===== config.mk =====
export PLATFORM = sky130hd
export DESIGN_NAME = s360x_exec
export DESIGN_NICKNAME = d
export VERILOG_FILES = /design/src/s360x_pkg.sv /design/src/s360x_exec.sv
export VERILOG_INCLUDE_DIRS = /design/src /design/src/src
export SDC_FILE = /design/constraint.sdc
export NUM_CORES = 1
export LEC_CHECK = 0
export BUFFER_PORTS_ARGS = -buffer_cell sky130_fd_sc_hd__buf_2
export CORE_UTILIZATION = 25
export DETAILED_ROUTE_END_ITERATION = 16
export SETUP_SLACK_MARGIN = 0.1
export SYNTH_ARGS = -nofsm -noshare
export SYNTH_HDL_FRONTEND = slang
export SYNTH_SLANG_ARGS = --single-unit

===== constraint.sdc =====
create_clock -name clk -period 10.2 [get_ports clk]
set_input_delay 3.06 -clock clk [delete_from_list [all_inputs] [get_ports clk]]
set_output_delay 3.06 -clock clk [all_outputs]
set_load 0.01 [all_outputs]

===== src/s360_subset_instruction_executor_top_assert.svh =====
// assertion macros used by the executor module
`ifndef S360_SUBSET_INSTRUCTION_EXECUTOR_TOP_ASSERT_SVH
`define S360_SUBSET_INSTRUCTION_EXECUTOR_TOP_ASSERT_SVH

// same-cycle implication, off during reset
`define S360_ASSERT_NOW(lbl, clk, rst, a, c) \
  lbl: assert property (@(posedge clk) disable iff (rst) (a) |-> (c)) \
    else $error("assertion failed");

// next-cycle implication, off during reset
`define S360_ASSERT_NEXT(lbl, clk, rst, a, c) \
  lbl: assert property (@(posedge clk) disable iff (rst) (a) |=> (c)) \
    else $error("assertion failed");

`endif


===== src/s360x_pkg.sv =====
`default_nettype none
package s360x_pkg;

  // opcodes
  localparam logic [7:0] OP_BALR = 8'h05;
  localparam logic [7:0] OP_BCR  = 8'h07;
  localparam logic [7:0] OP_ST   = 8'h50;
  localparam logic [7:0] OP_L    = 8'h58;
  localparam logic [7:0] OP_A    = 8'h5A;
  localparam logic [7:0] OP_S    = 8'h5B;

  localparam logic [3:0] MASK_ALWAYS = 4'hF;
  localparam logic [23:0] LOAD_BASE_RESET = 24'h800000;

  // status codes
  localparam logic [1:0] ST_OK      = 2'd0;
  localparam logic [1:0] ST_EXIT    = 2'd1;
  localparam logic [1:0] ST_BADMASK = 2'd2;
  localparam logic [1:0] ST_BADOP   = 2'd3;

  // one result item
  typedef struct packed {
    logic [9:0]  effective_address;
    logic        mem_written;
    logic [31:0] dest_value;
    logic [3:0]  dest_reg;
    logic        reg_written;
    logic [7:0]  opcode_done;
    logic [9:0]  next_pc;
    logic [1:0]  status;
  } res_t;

endpackage
`default_nettype wire


===== src/s360x_exec.sv =====
`default_nettype none
module s360x_exec #(
  parameter int MEM_BYTES = 1024
) (
  input  wire logic                         clk,
  input  wire logic                         rst,
  input  wire logic                         in_valid,
  output logic                              in_ready,
  input  wire logic                         in_op,
  input  wire logic [9:0]                   in_addr,
  input  wire logic [7:0]                   in_byte,
  input  wire logic [23:0]                  load_base,
  input  wire logic                         out_free,
  output logic                              res_valid,
  output s360x_pkg::res_t                   res,
  output logic                              mwe,
  output logic [$clog2(MEM_BYTES)-1:0]      mwaddr,
  output logic [7:0]                        mwdata,
  output logic [$clog2(MEM_BYTES)-1:0]      mraddr,
  input  wire logic [7:0]                   mrdata,
  output logic                              rwe,
  output logic [3:0]                        rwaddr,
  output logic [31:0]                       rwdata,
  output logic [3:0]                        rraddr,
  input  wire logic [31:0]                  rrdata
);

  localparam int AW = $clog2(MEM_BYTES);

  typedef enum logic [3:0] {
    S_CLEAR, S_IDLE, S_F0, S_F1, S_F2, S_F3, S_ADDR, S_MWR, S_MRD, S_MRDL, S_DONE
  } state_t;

  state_t          state;
  logic [AW-1:0]   clr;
  logic [1:0]      cnt;
  logic [AW-1:0]   pc;
  logic            halted;
  logic [1:0]      halt_code;
  logic [7:0]      opc;
  logic [7:0]      b1;
  logic [7:0]      b2;
  logic [31:0]     rv1;
  logic [31:0]     rv2;
  logic [AW-1:0]   ea;
  logic [23:0]     acc;
  logic [15:0]     rvalid;
  logic            rvld_q;
  logic [31:0]     regval;
  logic [31:0]     lb32;
  logic [31:0]     ea_sum;
  logic [31:0]     word;
  logic [31:0]     alu;
  logic [AW-1:0]   tgt;
  logic [AW-1:0]   pc2;
  logic [AW-1:0]   pc4;
  logic [3:0]      r1;
  logic [3:0]      r2;

  assign r1     = b1[7:4];
  assign r2     = b1[3:0];
  assign regval = rvld_q ? rrdata : 32'd0;
  assign lb32   = {8'd0, load_base};
  assign pc2    = pc + AW'(2);
  assign pc4    = pc + AW'(4);
  assign tgt    = AW'(rv2 - lb32);
  assign ea_sum = regval - lb32 + rv2 + {20'd0, b2[3:0], mrdata};
  assign word   = {acc, mrdata};

  // load, add or subtract result
  always_comb begin
    unique case (opc)
      s360x_pkg::OP_A: alu = rv1 + word;
      s360x_pkg::OP_S: alu = rv1 - word;
      default:         alu = word;
    endcase
  end

  assign in_ready  = (state == S_IDLE);
  assign res_valid = (state == S_DONE) && out_free;

  // memory addressing per step
  always_comb begin
    mraddr = pc;
    rraddr = 4'd0;
    mwe    = 1'b0;
    mwaddr = clr;
    mwdata = 8'd0;
    unique case (state)
      S_CLEAR: mwe = 1'b1;
      S_IDLE: begin
        if (in_valid && !in_op) begin
          mwe    = 1'b1;
          mwaddr = AW'(in_addr);
          mwdata = in_byte;
        end
      end
      S_F0: mraddr = pc + AW'(1);
      S_F1: begin
        mraddr = pc2;
        rraddr = mrdata[3:0];
      end
      S_F2: begin
        mraddr = pc + AW'(3);
        rraddr = mrdata[7:4];
      end
      S_F3: rraddr = r1;
      S_MWR: begin
        mwe    = 1'b1;
        mwaddr = ea + AW'(cnt);
        unique case (cnt)
          2'd0:    mwdata = rv1[31:24];
          2'd1:    mwdata = rv1[23:16];
          2'd2:    mwdata = rv1[15:8];
          default: mwdata = rv1[7:0];
        endcase
      end
      S_MRD: mraddr = ea + AW'(cnt);
      default: ;
    endcase
  end

  // register file writes
  always_comb begin
    rwe    = 1'b0;
    rwaddr = r1;
    rwdata = alu;
    if (state == S_ADDR && opc == s360x_pkg::OP_BALR && r1 != 4'd0) begin
      rwe    = 1'b1;
      rwdata = lb32 + 32'(pc) + 32'd2;
    end else if (state == S_MRDL) begin
      rwe = 1'b1;
    end
  end

  // sequencer
  always_ff @(posedge clk) begin
    if (rst) begin
      state     <= S_CLEAR;
      clr       <= '0;
      cnt       <= 2'd0;
      pc        <= '0;
      halted    <= 1'b0;
      halt_code <= s360x_pkg::ST_OK;
      rvalid    <= '0;
      rvld_q    <= 1'b0;
    end else begin
      rvld_q <= rvalid[rraddr];
      if (rwe) begin
        rvalid[rwaddr] <= 1'b1;
      end
      unique case (state)
        S_CLEAR: begin
          clr <= clr + AW'(1);
          if (clr == '1) begin
            state <= S_IDLE;
          end
        end
        S_IDLE: begin
          // halted execute items repeat the halt code
          res <= {56'd0, 10'(pc), (in_op && halted) ? halt_code : s360x_pkg::ST_OK};
          if (in_valid) begin
            if (!in_op || halted) begin
              state <= S_DONE;
            end else begin
              state <= S_F0;
            end
          end
        end
        S_F0: begin
          opc   <= mrdata;
          state <= S_F1;
        end
        S_F1: begin
          b1    <= mrdata;
          state <= S_F2;
        end
        S_F2: begin
          b2    <= mrdata;
          rv2   <= regval;
          state <= S_F3;
        end
        S_F3: begin
          ea    <= AW'(ea_sum);
          state <= S_ADDR;
        end
        S_ADDR: begin
          rv1             <= regval;
          cnt             <= 2'd0;
          res.opcode_done <= opc;
          if (opc == s360x_pkg::OP_BALR) begin
            if (r1 != 4'd0) begin
              res.reg_written <= 1'b1;
              res.dest_reg    <= r1;
              res.dest_value  <= lb32 + 32'(pc) + 32'd2;
            end
            pc          <= (r2 != 4'd0) ? tgt : pc2;
            res.next_pc <= 10'((r2 != 4'd0) ? tgt : pc2);
            state       <= S_DONE;
          end else if (opc == s360x_pkg::OP_BCR) begin
            if (r1 != s360x_pkg::MASK_ALWAYS) begin
              halted     <= 1'b1;
              halt_code  <= s360x_pkg::ST_BADMASK;
              res.status <= s360x_pkg::ST_BADMASK;
            end else if (r2 == 4'd0) begin
              pc          <= pc2;
              res.next_pc <= 10'(pc2);
            end else if (rv2 == 32'd0) begin
              halted     <= 1'b1;
              halt_code  <= s360x_pkg::ST_EXIT;
              res.status <= s360x_pkg::ST_EXIT;
            end else begin
              pc          <= tgt;
              res.next_pc <= 10'(tgt);
            end
            state <= S_DONE;
          end else if (opc == s360x_pkg::OP_ST) begin
            state <= S_MWR;
          end else if (opc == s360x_pkg::OP_L || opc == s360x_pkg::OP_A ||
                       opc == s360x_pkg::OP_S) begin
            state <= S_MRD;
          end else begin
            halted     <= 1'b1;
            halt_code  <= s360x_pkg::ST_BADOP;
            res.status <= s360x_pkg::ST_BADOP;
            state      <= S_DONE;
          end
        end
        S_MWR: begin
          cnt <= cnt + 2'd1;
          if (cnt == 2'd3) begin
            pc                    <= pc4;
            res.next_pc           <= 10'(pc4);
            res.mem_written       <= 1'b1;
            res.effective_address <= 10'(ea);
            state                 <= S_DONE;
          end
        end
        S_MRD: begin
          if (cnt != 2'd0) begin
            acc <= {acc[15:0], mrdata};
          end
          cnt <= cnt + 2'd1;
          if (cnt == 2'd3) begin
            state <= S_MRDL;
          end
        end
        S_MRDL: begin
          pc                    <= pc4;
          res.next_pc           <= 10'(pc4);
          res.reg_written       <= 1'b1;
          res.dest_reg          <= r1;
          res.dest_value        <= alu;
          res.effective_address <= 10'(ea);
          state                 <= S_DONE;
        end
        S_DONE: begin
          if (out_free) begin
            state <= S_IDLE;
          end
        end
        default: state <= S_IDLE;
      endcase
    end
  end

`include "s360_subset_instruction_executor_top_assert.svh"

  `S360_ASSERT_NEXT(a_halt_sticks, clk, rst, halted, halted)
  `S360_ASSERT_NOW(a_regwr_step, clk, rst, rwe, (state == S_ADDR || state == S_MRDL))
  `S360_ASSERT_NOW(a_no_accept_clear, clk, rst, in_ready, state != S_CLEAR)
  `S360_ASSERT_NOW(a_halted_no_fetch, clk, rst, state == S_F0, !halted)

endmodule
`default_nettype wire


# == Word-level counts from Yosys, hierarchy flattened ==
# Index checks and enable logic that the tools add are counted.
# totals
ff_bits,230
latchBits,0
mem_bits_rw,0
romBits,0
inputBits,87
out_inout_bits,140
elab_cells,186
n_memories,0
# op_classes
addsub,15
multipliers,0
div_mod_pow,0
order_cmp,3
n_eq_ne,40
shift,0
mux,61
n_bitwise,3
n_reduce_logical,41
# ops
op,n
$pmux W37 S3,1
$mux W10,8
$pmux W10 S4,2
$mux W37,2
$mux W32,2
$pmux W32 S2,1
$pmux W10 S3,2
$pmux W4 S11,1
$mux W4,9
$add A32 B32 Y32,1
$eq A8 B7 Y1 const B,4
$logic_not A32 Y1,1
$pmux W8 S2,2
$sub A32 B32 Y32,1
$add A25 B2 Y26 const B,1
$add A24 B10 Y25,1
$pmux W8 S3,1
$add A10 B1 Y10 const B,2
$add A10 B10 Y10,2
$add A10 B2 Y10 const B,2
$pmux W10 S2,1
$sub A10 B10 Y10,2
$mux W2,9
$eq A4 B3 Y1 const B,4
43 further kinds,101

# == Depth between registers and ports, before layout ==
# logic_depth
depth_word,8
mapped_depth,18
depth_no_buf,17

# == Least setup slack after synthesis ==
# Ideal clock, no wire load.
# synth_timing
path_type,input-to-output
startpoint,input mrdata[7]
endpoint,output rwdata[31]
t_arrival_ns,6.742
required_time_ns,7.140
slack_ns,0.398
stages,16
path_buffers,1
cell_sequence,or4_1 > or3_1 > or2_1 > or3_1 > o41ai_1 > xor2_1 > ha_1 > clkbuf_1 > o21ai_0 > o21bai_1 > a211oi_1 > o21ai_0 > a31oi_1 > a21oi_1 > mux2i_1 > nor3_1
# synth_via
elab_chain_cells,3
word_cells_on_any_way,4
cone_classes,2 x add/sub; 2 x mux
# synth_lines
element,line_no,rtl
from (decl),s360x_exec.sv:20,"input wire logic [7:0] mrdata,"
$sub A32 B32 Y32 / $add A32 B32 Y32 (equally long branches),"s360x_exec.sv:74, s360x_exec.sv:73",
$pmux W32 S2 *,s360x_exec.sv:72,unique case (opc)
$mux W32 *,s360x_exec.sv:128,if (state == S_ADDR && opc == s360x_pkg::OP_BALR && r1 != 4'd0) begin
to (decl),s360x_exec.sv:23,"output logic [31:0] rwdata,"
# Mark *: on every way between the ends. The rest lies on a longest branch, timed or not.

# == Worst setup path in the final report ==
# layout_timing
startpoint,input mrdata[7]
endpoint,output rwdata[28]
# Same word-level chain as after synthesis.

==> out/results.ini <==
[pwr]
pwr-share-clk = 0.418
total_leakage_power_uw = 0.007548
p_int_uw = 1747
p_per_area_nw_per_um2 = 127.6
combPwrFrac = 0.138
switchingPower_uw = 667.7
pwr-share-seq = 0.444
switching_share = 0.2765
ir_drop_v = 0.00009480

[critical_path]
startpoint_type = primary input
cp.arrival_ps = 6920
crit_path_start = mrdata[7]
critPathCaptureType = output pin
path_max_fanout = 6
r2r_start = opc[2]$_DFFE_PP_
r2r_slack_ps = 4520
worstPathRequired_ps = 7140
critPathKind = primary input to output pin

[routing]
drt_iter0_drc = 1312
drt_pass1_iterations = 8
vias = 13850
routed_wl_um = 58490
wire_per_inst_um = 21.74
antenna_left = 0
drc = 0
viasPerCell = 5.147

[place]
place_area_sq_um = 17730
port_buffers = 226
place_congestion = 0.9383
placed_cells = 2625
dpl.hpwl_um = 46570

[clock_tree]
hold_buffers = 0
cts_sinks = 230
cts_tree = built
htreeDepth = 1
clock_latency_ps = 580
clk_pin_slew_ps = 60
numCtsBuffers = 28
cts_root_buf = clkbuf_16
clock_path_buffers = 3

[logic_synthesis]
synth_enable_flop_cells = 184
yosys_most_used_dff = edfxtp_1
yosys.area.top_type = edfxtp_1
ys_ff_latch = 230
syn_area_sq_um = 15340
synthTopCellsByArea = edfxtp_1, ha_1, dfxtp_1, a21oi_1, o21ai_0
syn_inst = 1627
synthArstFlopShare = 0
yosysSeqAreaShare = 0.4201
yosys_warnings = 0
syn_nets = 1816
avgSynthCellArea_sq_um = 9.431
ys_types = 72
synth_top_cell_area_share = 0.3601

[flow_run]
cap_violations = 0

[sta]
finClkSkew_ps = 16.67
setup_violations = 0
tightest_slew_ps = 1139
relSlewSlack = 0.2357
min_period_over_period = 0.9780
slew_violations = 0
period_minus_slack_ps = 9975
grt_setup_unrepaired = no
fmax_mhz = 100.2
finalHoldViolations = 0

[finish]
layout.cells.non_filler = 2691
seq_area_sq_um = 6446
fill_cells = 6235
drive_gt1_frac = 0.2192
fin_nets = 2074
multi_input_area_sq_um = 8463
final_area_sq_um = 18920
finish.utilization = 0.3128
syn2layout_area_growth_pct = 23.29

[floorplanning]
core_sq_um = 60470
die-height_um = 249.7
die_w_um = 249.7
die-area_sq_um = 62370
pin_count = 227
rows = 90
initial_core_util = 0.2537

[global_route]
antenna_found_initial = 9
grt_pass1_wl_um = 85830
grt-ovfl-total = 0
grt_max_degree = 59
track_usage = 0.1822
first_global_vias = 13330

[run_status]
status = complete, no violations

[hold_path]
hp-class = flip-flop to flip-flop
hold_start = rvalid[6]$_SDFFE_PP0P_

-- cell usage after synthesis, types with 7 or more instances --
library cell,number
a211oi_1,12
a21o_1,23
a21oi_1,134
a222oi_1,8
a22o_1,8
a22oi_1,15
a31oi_1,18
and2_1,52
and3_1,19
buf_1,8
clkbuf_1,71
dfxtp_1,46
edfxtp_1,184
fa_1,23
ha_1,79
inv_1,78
mux2i_1,37
nand2_1,106
nand2b_1,14
nand3_1,45
nand4_1,25
nor2_1,151
nor2b_1,18
nor3_1,33
nor4_1,18
o211ai_1,15
o21a_1,9
o21ai_0,117
o21bai_1,7
o22ai_1,24
o31ai_1,7
or3_1,20
or4_1,9
xnor2_1,50
xor2_1,60
-- repair_timing --
item | in CTS | in global routing
buffers inserted | 0 | 12
pin swaps | 3 | 25
hold endpoints to repair | 0 | 0
endpoints found under the setup margin | 7 | 15
gates resized for setup | 8 | 36
-- state kept, by name (all words and copies together), names as in the netlist, 10 cells and up --
name    flops
acc        24
rvalid     16
res        68
pc         10
rv1        32
rv2        32
clr        10
ea         10
-- power by group through the flow --
stage	registers, uW	logic, uW	clock network [uW]
floorplan	1090	175	0
global placement	1090	326	0
detailed placement	1090	331	0
CTS	1070	333	1030
global route	1080	364	1060
finish	1070	333	1010
-- critical path, cell delays in order --
cell and delay, ps:
buf_6 110, or4_4 520, or3_4 390, or2_4 280
or3_4 350, o41ai_2 340, xor2_1 190, ha_1 280
buf_6 140, a21o_1 160, a21oi_2 150, o21a_1 190
o21ai_1 80, a21oi_2 150, mux2i_2 250, o21ai_1 120
buf_2 160
-- metrics by stage --
step	hold WS, ps	TNS (ps)	power, uW	worst slack (ps)
final	471.8	0	2415	224.7
after global routing	487.0	0	2504	65.96
after CTS	472.8	0	2438	69.62
after detailed placement	458.3	-87.40	1423	-52.11
after global placement	441.0	-52.67	1418	-42.64
after floorplan	431.3	0	1270	397.6
-- routing by layer --
metal	up-vias	global-route usage	wire (um)
li1	6498	-	-
met1	6721	0.2592	26800
met2	543	0.2866	26150
met3	81	0.02701	4173
met4	8	0.04744	1316
met5	-	0	57
-- kinds of logic after synthesis --
| group | Yosys count | share of synthesized area |
|---|---|---|
| AO/OA/AOI/OAI | 442 | 0.1775 |
| AND/OR/NAND/NOR | 534 | 0.1740 |
| multiplexers | 43 | 0.02854 |
| buffers and inverters | 165 | 0.04151 |
| XOR/XNOR | 111 | 0.06385 |
| adder cells (fa/ha/maj) | 102 | 0.09443 |
| flip-flops | 230 | 0.4201 |
-- area by class of cell --
cell class / instances / area share
diodes: 2 / 0.0002646
clock buffers: 31 / 0.03876
clock inverters: 21 / 0.01038
inverters: 80 / 0.01587
multi-input cells: 1232 / 0.4474
flip-flops and latches: 230 / 0.3408
well taps: 782 / 0.05172
repair buffers: 313 / 0.09485
-- final timing paths --
path                                                to  cells after the start
worst max-delay path                        rwdata[28]                     17
worst min-delay path            rvalid[6]$_SDFFE_PP0P_                      2
worst max register to register       res[40]$_DFFE_PP_                     14
worst min register to register  rvalid[6]$_SDFFE_PP0P_                      2
-- cell usage in the layout, fill, tap and decap left out, types with 16 or more instances in the layout --
master / n
nor2b_1: 18
a31oi_1: 16
nand2_1: 106
ha_1: 78
edfxtp_1: 184
or3_1: 17
mux2i_1: 36
and2_1: 52
a21o_1: 23
xor2_1: 60
xnor2_1: 50
fa_1: 23
nand3_1: 44
nor3_1: 30
a21oi_1: 128
inv_1: 78
nor2_1: 148
and3_1: 19
clkbuf_16: 29
buf_4: 86
nand4_1: 25
o21ai_0: 111
o22ai_1: 24
dfxtp_1: 46
buf_2: 225
Note: power is estimated with default switching activity, not from simulation.
